**src/rtl/assert_macros.svh**
```systemverilog
// Assertion macros used by the RTL file that checks its own behavior.
`ifndef ASSERT_MACROS_SVH
`define ASSERT_MACROS_SVH

// Same-cycle implication, checked at the rising edge, off while reset is low.
`define ASSERT_IMP(lbl, clk, rst_n, ante, cons) \
    lbl: assert property (@(posedge clk) disable iff (!rst_n) (ante) |-> (cons)) \
        else $error("same-cycle implication failed");

// Next-cycle implication, checked at the rising edge, off while reset is low.
`define ASSERT_NXT(lbl, clk, rst_n, ante, cons) \
    lbl: assert property (@(posedge clk) disable iff (!rst_n) (ante) |=> (cons)) \
        else $error("next-cycle implication failed");

`endif

```
**src/rtl/mexp_pkg.sv**
```systemverilog
// Package with the types, constants and helpers of the modular exponentiation unit.
`default_nettype none

package mexp_pkg;

    localparam int unsigned WIDTH   = 32;
    localparam int unsigned FIELD_W = 32;
    localparam int unsigned CNT_W   = (WIDTH > 1) ? $clog2(WIDTH) : 1;

    typedef logic [WIDTH-1:0] t_word;

    localparam t_word WORD_ONE = t_word'(1);

    typedef struct packed {
        logic [FIELD_W-1:0] base_value;
        logic [FIELD_W-1:0] exponent;
        logic [FIELD_W-1:0] modulus;
    } t_in;

    typedef struct packed {
        logic [FIELD_W-1:0] power_mod;
        logic               zero_modulus_error;
    } t_out;

    // Command to the shared modular multiplier.
    typedef struct packed {
        logic  start;
        t_word a;
        t_word b;
        t_word m;
    } t_mm_cmd;

    // Response from the shared modular multiplier.
    typedef struct packed {
        logic  done;
        t_word product;
    } t_mm_rsp;

    // Takes a field into the operand width: zero extend, then keep the low bits.
    function automatic t_word field_to_word(input logic [FIELD_W-1:0] f);
        logic [FIELD_W+WIDTH-1:0] ext;
        ext = {{WIDTH{1'b0}}, f};
        return ext[WIDTH-1:0];
    endfunction

    // Puts an operand-width value into a result field.
    function automatic logic [FIELD_W-1:0] word_to_field(input t_word w);
        logic [FIELD_W+WIDTH-1:0] ext;
        ext = {{FIELD_W{1'b0}}, w};
        return ext[FIELD_W-1:0];
    endfunction

endpackage

`default_nettype wire

```
**src/rtl/mexp_mulmod.sv**
```systemverilog
// Iterative modular multiplier: one operand bit per cycle, most significant first.
`default_nettype none

module mexp_mulmod (
    input  wire logic              i_clk,
    input  wire logic              i_rst_n,
    input  wire mexp_pkg::t_mm_cmd i_cmd,
    output mexp_pkg::t_mm_rsp      o_rsp
);

    localparam int unsigned SUM_W = mexp_pkg::WIDTH + 3;

    logic                       r_busy;
    logic                       r_done;
    logic [mexp_pkg::CNT_W-1:0] r_cnt;
    mexp_pkg::t_word            r_acc;
    mexp_pkg::t_word            r_a;
    mexp_pkg::t_word            r_b;
    mexp_pkg::t_word            r_m;

    logic [SUM_W-1:0] s_sum;
    logic [SUM_W-1:0] s_d1;
    logic [SUM_W-1:0] s_d2;
    mexp_pkg::t_word  n_acc;

    // 2*acc + bit*a stays below 3*m, so one of three candidates is in range.
    always_comb begin
        s_sum = {2'b00, r_acc, 1'b0}
              + (r_b[mexp_pkg::WIDTH-1] ? {3'b000, r_a} : {SUM_W{1'b0}});
        s_d1  = s_sum - {3'b000, r_m};
        s_d2  = s_sum - {2'b00, r_m, 1'b0};
        if (!s_d2[SUM_W-1]) begin
            n_acc = s_d2[mexp_pkg::WIDTH-1:0];
        end else if (!s_d1[SUM_W-1]) begin
            n_acc = s_d1[mexp_pkg::WIDTH-1:0];
        end else begin
            n_acc = s_sum[mexp_pkg::WIDTH-1:0];
        end
    end

    always_ff @(posedge i_clk) begin
        if (!i_rst_n) begin
            r_busy <= 1'b0;
            r_done <= 1'b0;
        end else begin
            r_done <= 1'b0;
            if (i_cmd.start) begin
                r_busy <= 1'b1;
                r_cnt  <= mexp_pkg::CNT_W'(mexp_pkg::WIDTH - 1);
                r_acc  <= '0;
                r_a    <= i_cmd.a;
                r_b    <= i_cmd.b;
                r_m    <= i_cmd.m;
            end else if (r_busy) begin
                r_acc <= n_acc;
                r_b   <= r_b << 1;
                if (r_cnt == '0) begin
                    r_busy <= 1'b0;
                    r_done <= 1'b1;
                end else begin
                    r_cnt <= r_cnt - 1'b1;
                end
            end
        end
    end

    assign o_rsp.done    = r_done;
    assign o_rsp.product = r_acc;

endmodule

`default_nettype wire

```
**src/rtl/modular_exponentiation_unit.sv**
```systemverilog
// Top level of the modular exponentiation unit: sequencer, result register and checks.
//
// Each transfer on the input channel brings a base, an exponent and a modulus and produces
// exactly one transfer on the output channel with base^exponent mod modulus. A zero modulus
// sets zero_modulus_error and gives a result of 0; a base that is a multiple of the modulus
// (including any base with a modulus of one) gives 0 even for a zero exponent, and a zero
// exponent with any other base gives 1. The unit works on one item at a time and is ready
// for a new one only while its sequencer is idle. All arithmetic runs on one shared modular
// multiplier that retires one multiplier bit per cycle. An item first reduces the base (one
// multiplication by one), then scans the exponent from its least significant bit: one
// multiplication for each set bit and one squaring for each bit below the highest set bit.
// With L the bit length and P the number of set bits of a nonzero exponent, an item whose
// base does not reduce to zero runs L + P multiplications in all. A zero exponent or a base
// that reduces to zero stops after the reduction, and a zero or one modulus goes straight to
// the result. The output register holds a finished result until it is taken, and the next
// item can be accepted while that result still waits.
`default_nettype none

`include "assert_macros.svh"

module modular_exponentiation_unit (
    input  wire logic           i_clk,
    input  wire logic           i_rst_n,
    input  wire logic           i_in_valid,
    output logic                o_in_ready,
    input  wire mexp_pkg::t_in  i_in_data,
    output logic                o_out_valid,
    input  wire logic           i_out_ready,
    output mexp_pkg::t_out      o_out_data
);

    typedef enum logic [2:0] {
        S_IDLE,
        S_REDUCE,
        S_MUL,
        S_SQR,
        S_FINISH
    } t_state;

    t_state            r_state, n_state;
    logic              r_start, n_start;
    mexp_pkg::t_word   r_op_a, n_op_a;
    mexp_pkg::t_word   r_op_b, n_op_b;
    mexp_pkg::t_word   r_mod, n_mod;
    mexp_pkg::t_word   r_exp, n_exp;
    mexp_pkg::t_word   r_base, n_base;
    mexp_pkg::t_word   r_res, n_res;
    logic              r_err, n_err;
    logic              r_out_valid, n_out_valid;
    mexp_pkg::t_out    r_out, n_out;

    logic              s_accept;
    mexp_pkg::t_word   s_base_in;
    mexp_pkg::t_word   s_exp_in;
    mexp_pkg::t_word   s_mod_in;
    mexp_pkg::t_word   s_exp_next;
    mexp_pkg::t_mm_cmd s_cmd;
    mexp_pkg::t_mm_rsp s_rsp;
    logic              s_in_op;
    logic              s_err_out;
    logic              s_zero_mod_acc;

    // The shared multiplier: every reduction, multiplication and squaring goes through it.
    assign s_cmd.start = r_start;
    assign s_cmd.a     = r_op_a;
    assign s_cmd.b     = r_op_b;
    assign s_cmd.m     = r_mod;

    mexp_mulmod u_mulmod (
        .i_clk   (i_clk),
        .i_rst_n (i_rst_n),
        .i_cmd   (s_cmd),
        .o_rsp   (s_rsp)
    );

    assign o_in_ready  = (r_state == S_IDLE);
    assign s_accept    = i_in_valid && o_in_ready;
    assign s_base_in   = mexp_pkg::field_to_word(i_in_data.base_value);
    assign s_exp_in    = mexp_pkg::field_to_word(i_in_data.exponent);
    assign s_mod_in    = mexp_pkg::field_to_word(i_in_data.modulus);
    assign s_exp_next  = r_exp >> 1;

    always_comb begin
        n_state     = r_state;
        n_start     = 1'b0;
        n_op_a      = r_op_a;
        n_op_b      = r_op_b;
        n_mod       = r_mod;
        n_exp       = r_exp;
        n_base      = r_base;
        n_res       = r_res;
        n_err       = r_err;
        n_out_valid = r_out_valid;
        n_out       = r_out;

        // A waiting result leaves on its output transfer.
        if (r_out_valid && i_out_ready) begin
            n_out_valid = 1'b0;
        end

        unique case (r_state)
            S_IDLE: begin
                if (s_accept) begin
                    n_exp = s_exp_in;
                    n_mod = s_mod_in;
                    n_err = 1'b0;
                    n_res = '0;
                    if (s_mod_in == '0) begin
                        // Zero modulus is flagged and answered with 0.
                        n_err   = 1'b1;
                        n_state = S_FINISH;
                    end else if (s_mod_in == mexp_pkg::WORD_ONE) begin
                        // Everything reduces to 0 modulo one.
                        n_state = S_FINISH;
                    end else begin
                        // Reduce the base as 1 * base mod m.
                        n_start = 1'b1;
                        n_op_a  = mexp_pkg::WORD_ONE;
                        n_op_b  = s_base_in;
                        n_state = S_REDUCE;
                    end
                end
            end
            S_REDUCE: begin
                if (s_rsp.done) begin
                    n_base = s_rsp.product;
                    if (s_rsp.product == '0) begin
                        n_state = S_FINISH;
                    end else begin
                        n_res = mexp_pkg::WORD_ONE;
                        if (r_exp == '0) begin
                            n_state = S_FINISH;
                        end else if (r_exp[0]) begin
                            n_start = 1'b1;
                            n_op_a  = mexp_pkg::WORD_ONE;
                            n_op_b  = s_rsp.product;
                            n_state = S_MUL;
                        end else begin
                            n_start = 1'b1;
                            n_op_a  = s_rsp.product;
                            n_op_b  = s_rsp.product;
                            n_state = S_SQR;
                        end
                    end
                end
            end
            S_MUL: begin
                if (s_rsp.done) begin
                    n_res = s_rsp.product;
                    // The last set bit needs no further squaring.
                    if (s_exp_next == '0) begin
                        n_state = S_FINISH;
                    end else begin
                        n_start = 1'b1;
                        n_op_a  = r_base;
                        n_op_b  = r_base;
                        n_state = S_SQR;
                    end
                end
            end
            S_SQR: begin
                if (s_rsp.done) begin
                    // A squaring retires the current exponent bit; more bits remain.
                    n_base  = s_rsp.product;
                    n_exp   = s_exp_next;
                    n_start = 1'b1;
                    n_op_b  = s_rsp.product;
                    if (s_exp_next[0]) begin
                        n_op_a  = r_res;
                        n_state = S_MUL;
                    end else begin
                        n_op_a  = s_rsp.product;
                        n_state = S_SQR;
                    end
                end
            end
            S_FINISH: begin
                // Hand the result over once the output register is free.
                if (!r_out_valid || i_out_ready) begin
                    n_out_valid                  = 1'b1;
                    n_out.power_mod              = mexp_pkg::word_to_field(r_res);
                    n_out.zero_modulus_error     = r_err;
                    n_state                      = S_IDLE;
                end
            end
            default: begin
                n_state = S_IDLE;
            end
        endcase
    end

    always_ff @(posedge i_clk) begin
        if (!i_rst_n) begin
            r_state     <= S_IDLE;
            r_start     <= 1'b0;
            r_out_valid <= 1'b0;
            r_err       <= 1'b0;
        end else begin
            r_state     <= n_state;
            r_start     <= n_start;
            r_out_valid <= n_out_valid;
            r_err       <= n_err;
            r_op_a      <= n_op_a;
            r_op_b      <= n_op_b;
            r_mod       <= n_mod;
            r_exp       <= n_exp;
            r_base      <= n_base;
            r_res       <= n_res;
            r_out       <= n_out;
        end
    end

    assign o_out_valid = r_out_valid;
    assign o_out_data  = r_out;

    assign s_in_op        = (r_state == S_REDUCE) || (r_state == S_MUL) || (r_state == S_SQR);
    assign s_err_out      = o_out_valid && o_out_data.zero_modulus_error;
    assign s_zero_mod_acc = s_accept && (s_mod_in == '0);

    // An error result always carries a zero power.
    `ASSERT_IMP(a_err_zero, i_clk, i_rst_n, s_err_out, o_out_data.power_mod == '0)
    // The multiplier only finishes while the sequencer is waiting on it.
    `ASSERT_IMP(a_done_in_op, i_clk, i_rst_n, s_rsp.done, s_in_op)
    // A zero modulus goes straight to the result with the error set.
    `ASSERT_NXT(a_zero_mod, i_clk, i_rst_n, s_zero_mod_acc, r_state == S_FINISH && r_err)

endmodule

`default_nettype wire
```
**config.mk**
```make
export PLATFORM = sky130hd
export DESIGN_NAME = modular_exponentiation_unit
export DESIGN_NICKNAME = d
export VERILOG_FILES = /design/src/rtl/mexp_pkg.sv /design/src/rtl/mexp_mulmod.sv /design/src/rtl/modular_exponentiation_unit.sv
export VERILOG_INCLUDE_DIRS = /design/src /design/src/rtl
export SDC_FILE = /design/constraint.sdc
export NUM_CORES = 1
export LEC_CHECK = 0
export BUFFER_PORTS_ARGS = -buffer_cell sky130_fd_sc_hd__buf_2
export CAP_MARGIN = 20
export CORE_UTILIZATION = 55
export DETAILED_ROUTE_END_ITERATION = 10
export PLACE_DENSITY = 0.75
export SETUP_SLACK_MARGIN = 0.5
export SYNTH_ARGS = -nofsm -noshare
export SYNTH_HDL_FRONTEND = slang
export SYNTH_SLANG_ARGS = --single-unit
```
**constraint.sdc**
```tcl
create_clock -name i_clk -period 7.5 [get_ports i_clk]
set_input_delay 0.75 -clock i_clk [delete_from_list [all_inputs] [get_ports i_clk]]
set_output_delay 0.75 -clock i_clk [all_outputs]
set_load 0.02 [all_outputs]
```
==> results of run 1 <==
## metrics by stage
| step | worst slack (ps) | util, % |
|---|---|---|
| 2_1_floorplan | 1080 | - |
| 3_3_place_gp | 1190 | 58.8 |
| 3_5_place_dp | 1010 | 58.8 |
| 4_1_cts | 978 | 62.6 |
| 5_1_grt | 561 | 62.6 |
| 6_report | 919 | 62.6 |
## per-layer routing
layer  vias up  track usage [%]  part of all wire, %
met5         -                0                    0
met4         0             6.59                  1.6
met3        56             4.61                  7.4
met2       547             40.8                   45
met1      6797             38.5                   46
li1       6703                -                    -
## worst max-delay path by stage
stage                                          start                               end  slack (ps)  cells after the start
after global placement    u_mulmod.r_b[31]$_DFFE_PP_   u_mulmod.r_acc[5]$_SDFFCE_PP0P_        1190                     22
after global routing      u_mulmod.r_b[31]$_DFFE_PP_  u_mulmod.r_acc[28]$_SDFFCE_PP0P_         560                     21
after detailed placement  u_mulmod.r_b[31]$_DFFE_PP_  u_mulmod.r_acc[24]$_SDFFCE_PP0P_        1010                     21
after CTS                 u_mulmod.r_b[31]$_DFFE_PP_  u_mulmod.r_acc[24]$_SDFFCE_PP0P_         980                     21
final                     u_mulmod.r_b[31]$_DFFE_PP_  u_mulmod.r_acc[24]$_SDFFCE_PP0P_         920                     21
after floorplan                        i_in_data[10]               r_op_a[0]$_DFFE_PP_        1080                      8
## kinds of logic after synthesis
| logic type | share of synthesized area (%) |
|---|---|
| AND/OR/NAND/NOR | 14.0 |
| AO/OA/AOI/OAI | 14.8 |
| flip-flops | 55.3 |
| buffers and inverters | 2.83 |
| adder cells (fa/ha/maj) | 6.39 |
| XOR/XNOR | 3.33 |
| multiplexers | 3.46 |
## layout make-up
type	count	area (µm²)
clock buffers	43	991
inverters	58	218
flip-flops and latches	366	10900
multi-input cells	1228	8310
fillers	2770	13200
repair buffers	151	811
clock inverters	29	338
well taps	461	577
## registers in the layout (all words and copies together) (netlist names), 3 cells and up
signal          count
o_out_data         33
r_base             32
r_exp              32
r_mod              32
r_op_a             32
r_op_b             32
r_res              32
r_state             3
u_mulmod.r_a       32
u_mulmod.r_acc     32
u_mulmod.r_b       32
u_mulmod.r_cnt      5
u_mulmod.r_m       32
## cell usage in the layout (no fill, tap or decap), types with 17 or more instances in the layout
| cell type | n |
|---|---|
| a21o_1 | 42 |
| nor3_1 | 19 |
| a22oi_1 | 65 |
| edfxtp_1 | 358 |
| nand2b_1 | 24 |
| o21ai_0 | 76 |
| clkbuf_16 | 39 |
| ha_1 | 96 |
| mux2i_1 | 30 |
| mux2_2 | 33 |
| xor2_1 | 22 |
| a21oi_1 | 97 |
| a211oi_2 | 21 |
| o21a_1 | 24 |
| nand2_1 | 236 |
| inv_1 | 58 |
| buf_2 | 134 |
| xnor2_1 | 53 |
| nor2_1 | 71 |
| nor4_1 | 23 |
| nand3_1 | 28 |
| and3_1 | 17 |
| and2_1 | 73 |
## report_power, final
part | switching [mW] | leakage, nW | internal, mW
clock | 0.828 | 0.643 | 1.18
combinational | 1.70 | 4.57 | 1.18
sequential | 0.158 | 3.37 | 2.54
==> results.toml, run 1 <==
[hold_path]
holdPathEnd = "r_mod[1]$_DFFE_PP_"
worst_hold_path_type = "primary input to flop"
hold_depth = 1
min-delay-start = "i_in_data[1]"

[die]
fp.dieArea_um2 = 36600
start_util_pct = 55.8
die_x_um = 191
core_area_um2 = 35400
num_io_pins = 135
num_rows = 69
die-height_um = 191

[placement]
globalplace.congestion = 0.953
hpwl_um = 33600
io_buffers = 134
dp.cells = 2264
dpl_cell_area_um2 = 20800

[timing]
finalSetupViolCount = 0
hold_viol = 0
fin_crit_ps = 6580
maxSlewHeadroom_pct = 29.5
min_period_over_period_pct = 87.7
holdWs_ps = 356
fmax_ghz = 0.152
fin_setup_tns_ps = 0
rsz0062_at_grt = "false"
slew_violations = 0
skew_ps = 32.2
worstMarginPinSlew_ps = 1060

[logic_synthesis]
synth_area_um2 = 19700
synth_edf_count = 358
ys.flop_type = "edfxtp_1"
ys_warn_count = 0
ys_seq_area_share_pct = 55.3
yosys-top-cells-count = "358 x edfxtp_1, 236 x nand2_1, 97 x a21oi_1, 96 x ha_1, 76 x o21ai_0"
synth_top_area_cell = "edfxtp_1"
async_reset_ff_share_pct = 0
yosysUniqueCellTypes = 73
avgSynthCellArea_um2 = 11.4
synth_cells = 1727
synthTopCellsByArea = "edfxtp_1 54%, ha_1 6.1%, nand2_1 4.5%"
yosysMostFrequentCell = "edfxtp_1"
synthesis.nets = 1926
ys_ff_latch = 366
synth_top_area_share_pct = 54.5

[power_and_ir_drop]
p_per_area_nw_per_um2 = 342
total_power_mw = 7.58
cellLeakagePower_nw = 8.59
peakVddDrop_mv = 0.213

[clock_network]
clk_transition_reported_paths_ps = 60
cts_tree = "built"
ctsHoldBuffers = 0
cts_made_buffers = 39
cts_setup_buffers = 0
cts_buffer_depth = 3
clk_root_buffer_cell = "clkbuf_16"
clock_sinks = 366
post_cts_resized = 0
clkLatencyLatePin_ps = 590
ctsHtreeMaxLevel = 2

[worst_setup_path]
slowest_stage = "a2111oi_0"
critPathMaxStageDelay_ps = 760
crit_fanout = 32
worstReg2RegStart = "u_mulmod.r_b[31]$_DFFE_PP_"
critPathArrivalTime_ps = 6860
cp-start-kind = "flop"
r2r_end = "u_mulmod.r_acc[24]$_SDFFCE_PP0P_"
path_buf_inv = 1
critPathKind = "flop to flop"
path_cells = "and2_1, ha_1, inv_1, fa_1, nand2b_1, a21oi_1, o21ai_1, a2111oi_0, nor2_1, xnor2_1, ha_1, a21oi_1, o21ai_0, a211o_1, nor4bb_1, o32a_1, nor3_1, or4_4, nor2_8, mux2i_1, a211oi_2"
endpoint_kind = "flop"
worstPathRequired_ps = 7780
rr_worst_depth = 21
path_delay_family = "compound AO/OA/AOI/OAI gates"
reg2reg_slack_ps = 920

[cells_and_area]
diodes = 0
final_cell_count_no_fill = 2336
area_delta_synth_final_pct = 12.2
fin_area_um2 = 22200
nNetsFinal = 2043
final_layout_size_suffix_gt1_share_pct = 15.5

[grt]
antenna_found_initial = 0
track_usage_pct = 26.4
grt_pass1_wl_um = 74000
grt_overflow = 0
grt_max_degree = 67
grt_pass1_vias = 13403

[routing]
drc_errors = 0
post_drt_wl_per_cell_um = 20.5
wl_um = 47900
vias = 14103
drt_iter0_drc = 1494
antenna_left = 0
dr.pass1.iters = 6
via_per_inst = 6.04

[flow_run]
maxCapViolCount = 0

[status]
status = "finished, final reports clean"
(Power assumes the default switching activity.)
==> inputs of run 2 (changes only) <==
BUFFER_PORTS_ARGS = not set   (was -buffer_cell sky130_fd_sc_hd__buf_2)
DONT_BUFFER_PORTS = 1   (was not set)
PLACE_DENSITY = 0.71   (was 0.75)
==> run 2 against run 1 <==
  * Clock skew shrank 14 ps
  * Largest cell class unchanged
  * Sequential power barely moved
  * Maximum frequency is 0.88% higher
  * Cell area decreased by 2.5%
  * Worst setup slack better by 58 ps
  * Sequential cell count is the same
  * Via count is 4.6% lower
  * Largest power group unchanged
  * Power grew 0.83%
  * Clock power is 4% higher
  * Cell count is 5.7% lower
==> results.toml, run 2 (synthesis results as in run 1) <==
[status]
status = "finished, final reports clean"

[placement]
dpl_cell_area_um2 = 20200
globalplace.congestion = 0.896
io_buffers = 0
hpwl_um = 32700

[worst_setup_path]
reg2reg_slack_ps = 980
critPathLaunch = "u_mulmod.r_b[31]$_DFFE_PP_"
crit_fanout = 32
endpoint_kind = "flop"
worstPathRequired_ps = 7780
worstReg2RegStart = "u_mulmod.r_b[31]$_DFFE_PP_"
r2r_end = "u_mulmod.r_acc[8]$_SDFFCE_PP0P_"
critPathKind = "flop to flop"
critPathArrivalTime_ps = 6810
rr_worst_depth = 23
cp-start-kind = "flop"

[clock_network]
clkLatencyLatePin_ps = 560
clock_sinks = 366
cts_buffer_depth = 3
cts_setup_buffers = 0
clk_transition_reported_paths_ps = 60
cts_made_buffers = 40
cts_tree = "built"
ctsHtreeMaxLevel = 2
clk_root_buffer_cell = "clkbuf_16"

[cells_and_area]
layout_common_cells = "358 x edfxtp_1, 236 x nand2_1, 97 x a21oi_1"
final_layout_size_suffix_gt1_share_pct = 9.35
diodes = 0
largest_reg_flops = 33
area_delta_synth_final_pct = 9.41
utilization_pct = 61.0
layout_commonest_cell = "edfxtp_1"
fin_area_um2 = 21600
num-fill-cells = 2823
nNetsFinal = 1912

[die]
die-height_um = 191
num_io_pins = 135
start_util_pct = 55.8
die_x_um = 191
core_area_um2 = 35400
num_rows = 69
fp.dieArea_um2 = 36600

[routing]
post_drt_wl_per_cell_um = 20.9
wl_um = 46100
drt_iter0_drc = 1258
met1_length_um = 22000
antenna_left = 0
maxUsedRoutingLayer = "met4"
vias = 13458
dr.pass1.iters = 5
met3_length_um = 3110
wl_met2_um = 20300
drc_errors = 0
via_per_inst = 6.11

[power_and_ir_drop]
p_per_area_nw_per_um2 = 354
peakVddDrop_mv = 0.239
cellLeakagePower_nw = 8.12

[hold_path]
worst_hold_path_type = "primary input to flop"
hold_depth = 0
min-delay-start = "i_in_data[19]"
holdPathEnd = "r_mod[19]$_DFFE_PP_"

[grt]
antenna_found_initial = 0
grt_overflow = 0
grt_pass1_vias = 12522
grt_max_degree = 67
grt_pass1_wl_um = 70400
track_usage_pct = 25.1

[timing]
rsz0062_at_grt = "false"
skew_ps = 18.4
fin_setup_tns_ps = 0
fmax_ghz = 0.153
hold_viol = 0
fin_crit_ps = 6520
min_period_over_period_pct = 87.0
worstMarginPinSlew_ps = 1070
slew_violations = 0
maxSlewHeadroom_pct = 28.2
finalSetupViolCount = 0

[flow_run]
maxCapViolCount = 0
==> run 2: where the power goes <==
group          switching (mW)  internal [mW]  total [mW]
clock                   0.833           1.26        2.09
sequential              0.153           2.54        2.70
combinational            1.70           1.16        2.86
==> run 2: worst max path at each step <==
stage / endpoint / slack [ps] / depth (start not counted)
CTS: u_mulmod.r_acc[18]$_SDFFCE_PP0P_ / 850 / 23
global placement: u_mulmod.r_acc[9]$_SDFFCE_PP0P_ / 1010 / 23
global route: u_mulmod.r_acc[18]$_SDFFCE_PP0P_ / 610 / 23
finish: u_mulmod.r_acc[8]$_SDFFCE_PP0P_ / 980 / 23
detailed placement: u_mulmod.r_acc[18]$_SDFFCE_PP0P_ / 870 / 23
floorplan: r_op_a[0]$_DFFE_PP_ / 1080 / 8
==> run 2: layout make-up <==
type	instances	area, µm²	share of cell area (%)
multi-input cells	1228	8310	38.5
repair buffers	19	175	0.811
clock inverters	28	369	1.71
clock buffers	44	1040	4.80
flip-flops and latches	366	10900	50.5
well taps	461	577	2.67
inverters	58	218	1.01
==> run 2: per-stage QoR <==
stage / cells / setup slack, ps / total power [mW] / hold WS (ps)
after CTS: 2203 / 851 / 7.65 / 255
after detailed placement: 2131 / 873 / 5.54 / 405
after global routing: 2204 / 609 / 8.05 / 260
after global placement: 2131 / 1010 / 5.50 / 400
after floorplan: 1727 / 1080 / 4.90 / 400
final: 2204 / 976 / 7.65 / 281
==> run 2: repair_timing <==
item,in CTS,in global routing
hold buffers,0,0
endpoints found under the setup margin,0,16
resized for setup,0,1
==> run 2: critical path, cell delays in order, from the launching register on <==
cell and delay [ps]:
edfxtp_1 330, buf_4 250, and2_1 170, ha_1 190, inv_1 60, fa_1 390
nand2b_1 180, a21oi_1 210, o21ai_1 200, a2111oi_1 690, o22ai_1 170, xnor2_1 370
ha_1 380, a21oi_1 180, o21ai_0 140, a211o_1 300, nor4bb_1 370, o32a_1 290
nor3_1 70, or4_4 540, nor2_8 120, buf_12 230, mux2i_1 270, a211oi_2 100
==> run 2: routing by layer <==
metal | GRT usage [%] | vias up
met5 | 0 | -
met4 | 6.68 | 0
met3 | 3.86 | 48
met2 | 37.2 | 499
met1 | 38.2 | 6478
li1 | - | 6433
==> inputs of run 3 (changes only) <==
CTS_BUF_LIST = sky130_fd_sc_hd__clkbuf_4 sky130_fd_sc_hd__clkbuf_8 sky130_fd_sc_hd__clkbuf_16   (was not set)
GPL_TIMING_DRIVEN = 0   (was not set)
==> run 3 against run 2 <==
  * Die area stayed put
  * Maximum frequency is 2.2% lower
  * Clock power is 7% lower
  * Cell area is 1.2% higher
  * Sequential share of layout area is 0.58 points lower
  * Power is 0.59% lower
  * Combinational power is 4% higher
  * Clock skew is 12 ps higher
  * Highest routed layer unchanged
  * Non-clock buffer count is 67 higher
  * Critical path type unchanged
==> results.toml, run 3 (synthesis results as in run 1) <==
[cells_and_area]
area_delta_synth_final_pct = 10.7
fin_area_um2 = 21800
final_cell_count_no_fill = 2267
diodes = 0
layout_common_cells = "358 x edfxtp_1, 236 x nand2_1, 97 x a21oi_1"
layout_commonest_cell = "edfxtp_1"
final_layout_size_suffix_gt1_share_pct = 8.86
num-fill-cells = 2801
largest_reg_flops = 33
nNetsFinal = 1978

[worst_setup_path]
r2r_end = "u_mulmod.r_acc[12]$_SDFFCE_PP0P_"
endpoint_kind = "flop"
critPathKind = "flop to flop"
crit_fanout = 10
cp-start-kind = "flop"
worstPathRequired_ps = 7860
worstReg2RegStart = "u_mulmod.r_b[31]$_DFFE_PP_"
reg2reg_slack_ps = 830
critPathArrivalTime_ps = 7030
rr_worst_depth = 21
crit_path_end = "u_mulmod.r_acc[12]$_SDFFCE_PP0P_"
critPathLaunch = "u_mulmod.r_b[31]$_DFFE_PP_"

[grt]
grt_max_degree = 65
grt_pass1_vias = 13216
grt_overflow = 0
grt_pass1_wl_um = 73800
antenna_found_initial = 0
track_usage_pct = 26.8

[die]
fp.dieArea_um2 = 36600
start_util_pct = 55.8
core_area_um2 = 35400
num_io_pins = 135
die_x_um = 191
die-height_um = 191
num_rows = 69

[timing]
min_period_over_period_pct = 89.0
finalSetupViolCount = 0
fin_crit_ps = 6670
rsz0062_at_grt = "false"
skew_ps = 30.1
fmax_ghz = 0.150
worstMarginPinSlew_ps = 1180
slew_violations = 0
hold_viol = 0
maxSlewHeadroom_pct = 19.3

[clock_network]
ctsHtreeMaxLevel = 2
cts_made_buffers = 39
cts_buffer_depth = 3
ctsHoldBuffers = 0
clkLatencyLatePin_ps = 570
cts_tree = "built"
clk_root_buffer_cell = "clkbuf_16"
clock_sinks = 366
clk_transition_reported_paths_ps = 60

[hold_path]
hold_depth = 0
min-delay-start = "i_in_data[1]"
worst_hold_path_type = "primary input to flop"

[power_and_ir_drop]
peakVddDrop_mv = 0.236
p_per_area_nw_per_um2 = 348
cellLeakagePower_nw = 8.18

[routing]
antenna_left = 0
drt_iter0_drc = 1262
via_per_inst = 6.04
post_drt_wl_per_cell_um = 21.4
dr.pass1.iters = 6
wl_um = 48500
drc_errors = 0
vias = 13692

[placement]
dpl_cell_area_um2 = 20500
hpwl_um = 36300
globalplace.congestion = 0.928
io_buffers = 0
dp.cells = 2199

[flow_run]
maxCapViolCount = 0

[status]
status = "finished, final reports clean"
run 3: changes by cell type in the layout (fill, tap and decap cells not counted), sizes merged:
cell | previous run | this run
clkinv | 12 | 11
buf | 19 | 20
bufinv | 7 | 4
clkinvlp | 4 | 1
clkbuf | 44 | 114
inv | 63 | 62
run 3: how the worst min path moves through the flow:
| stage | end | slack (ps) |
|---|---|---|
| 6_report | r_mod[1]$_DFFE_PP_ | 280 |
| 5_1_grt | r_mod[9]$_DFFE_PP_ | 250 |
| 4_1_cts | r_mod[9]$_DFFE_PP_ | 250 |
| 3_5_place_dp | u_mulmod.r_a[15]$_DFFE_PP_ | 400 |
| 3_3_place_gp | u_mulmod.r_m[23]$_DFFE_PP_ | 400 |
| 2_1_floorplan | u_mulmod.r_a[0]$_DFFE_PP_ | 400 |
run 3: final cells by class:
class                   count  area [µm²]  share of cell area, %
well taps                 461         577                   2.64
multi-input cells        1228        8340                   38.2
clock inverters            20         238                   1.09
inverters                  58         218                  0.997
plain buffers              75         340                   1.56
flip-flops and latches    366       10900                   49.9
clock buffers              48        1060                   4.83
repair buffers             11         170                  0.779
run 3: what timing repair did:
| item | CTS | global route |
|---|---|---|
| gates cloned | 0 | 0 |
| buffers inserted | 0 | 0 |
| setup endpoints to repair | 32 | 31 |
| resized for setup | 2 | 4 |
| pin swaps | 0 | 0 |
run 3: critical path, stage by stage, from the launching register on:
cell and delay [ps]:
edfxtp_1 440, clkbuf_1 330, nand2_1 170, fa_1 440, nand2b_1 180, a21oi_1 240, o21ai_1 210, a2111oi_2 590
o22ai_1 210, xnor2_2 300, ha_1 370, a21oi_1 200, o21ai_0 160, a211o_1 350, nor4bb_2 500, o32a_1 330
nor3_1 70, or4_4 550, nor2_8 230, buf_12 180, nand2_1 70, a311oi_2 340
run 3: through the flow:
step	TNS [ps]	util (%)	total power [mW]	hold slack (ps)	worst slack (ps)
2_1_floorplan	0	-	4.90	400	1080
3_3_place_gp	-123270	57.4	5.57	401	-1930
3_5_place_dp	0	58.0	5.63	405	194
4_1_cts	0	61.7	7.58	247	579
5_1_grt	0	61.7	8.00	252	462
6_report	0	61.7	7.60	277	827
run 3: report_power, final:
part	total, mW	switching (mW)	leakage, nW	internal (mW)
sequential	2.69	0.146	3.37	2.54
clock	1.95	0.797	0.644	1.15
combinational	2.97	1.76	4.16	1.20
total	7.60	2.71	8.18	4.89
run 3: metal layers:
metal | GRT usage (%) | up-vias | share of wire, %
met4 | 8.64 | 0 | 3.0
met1 | 37.9 | 6495 | 44
met3 | 3.73 | 84 | 6.9
li1 | - | 6558 | -
met5 | 0 | - | 0
met2 | 42.4 | 555 | 46
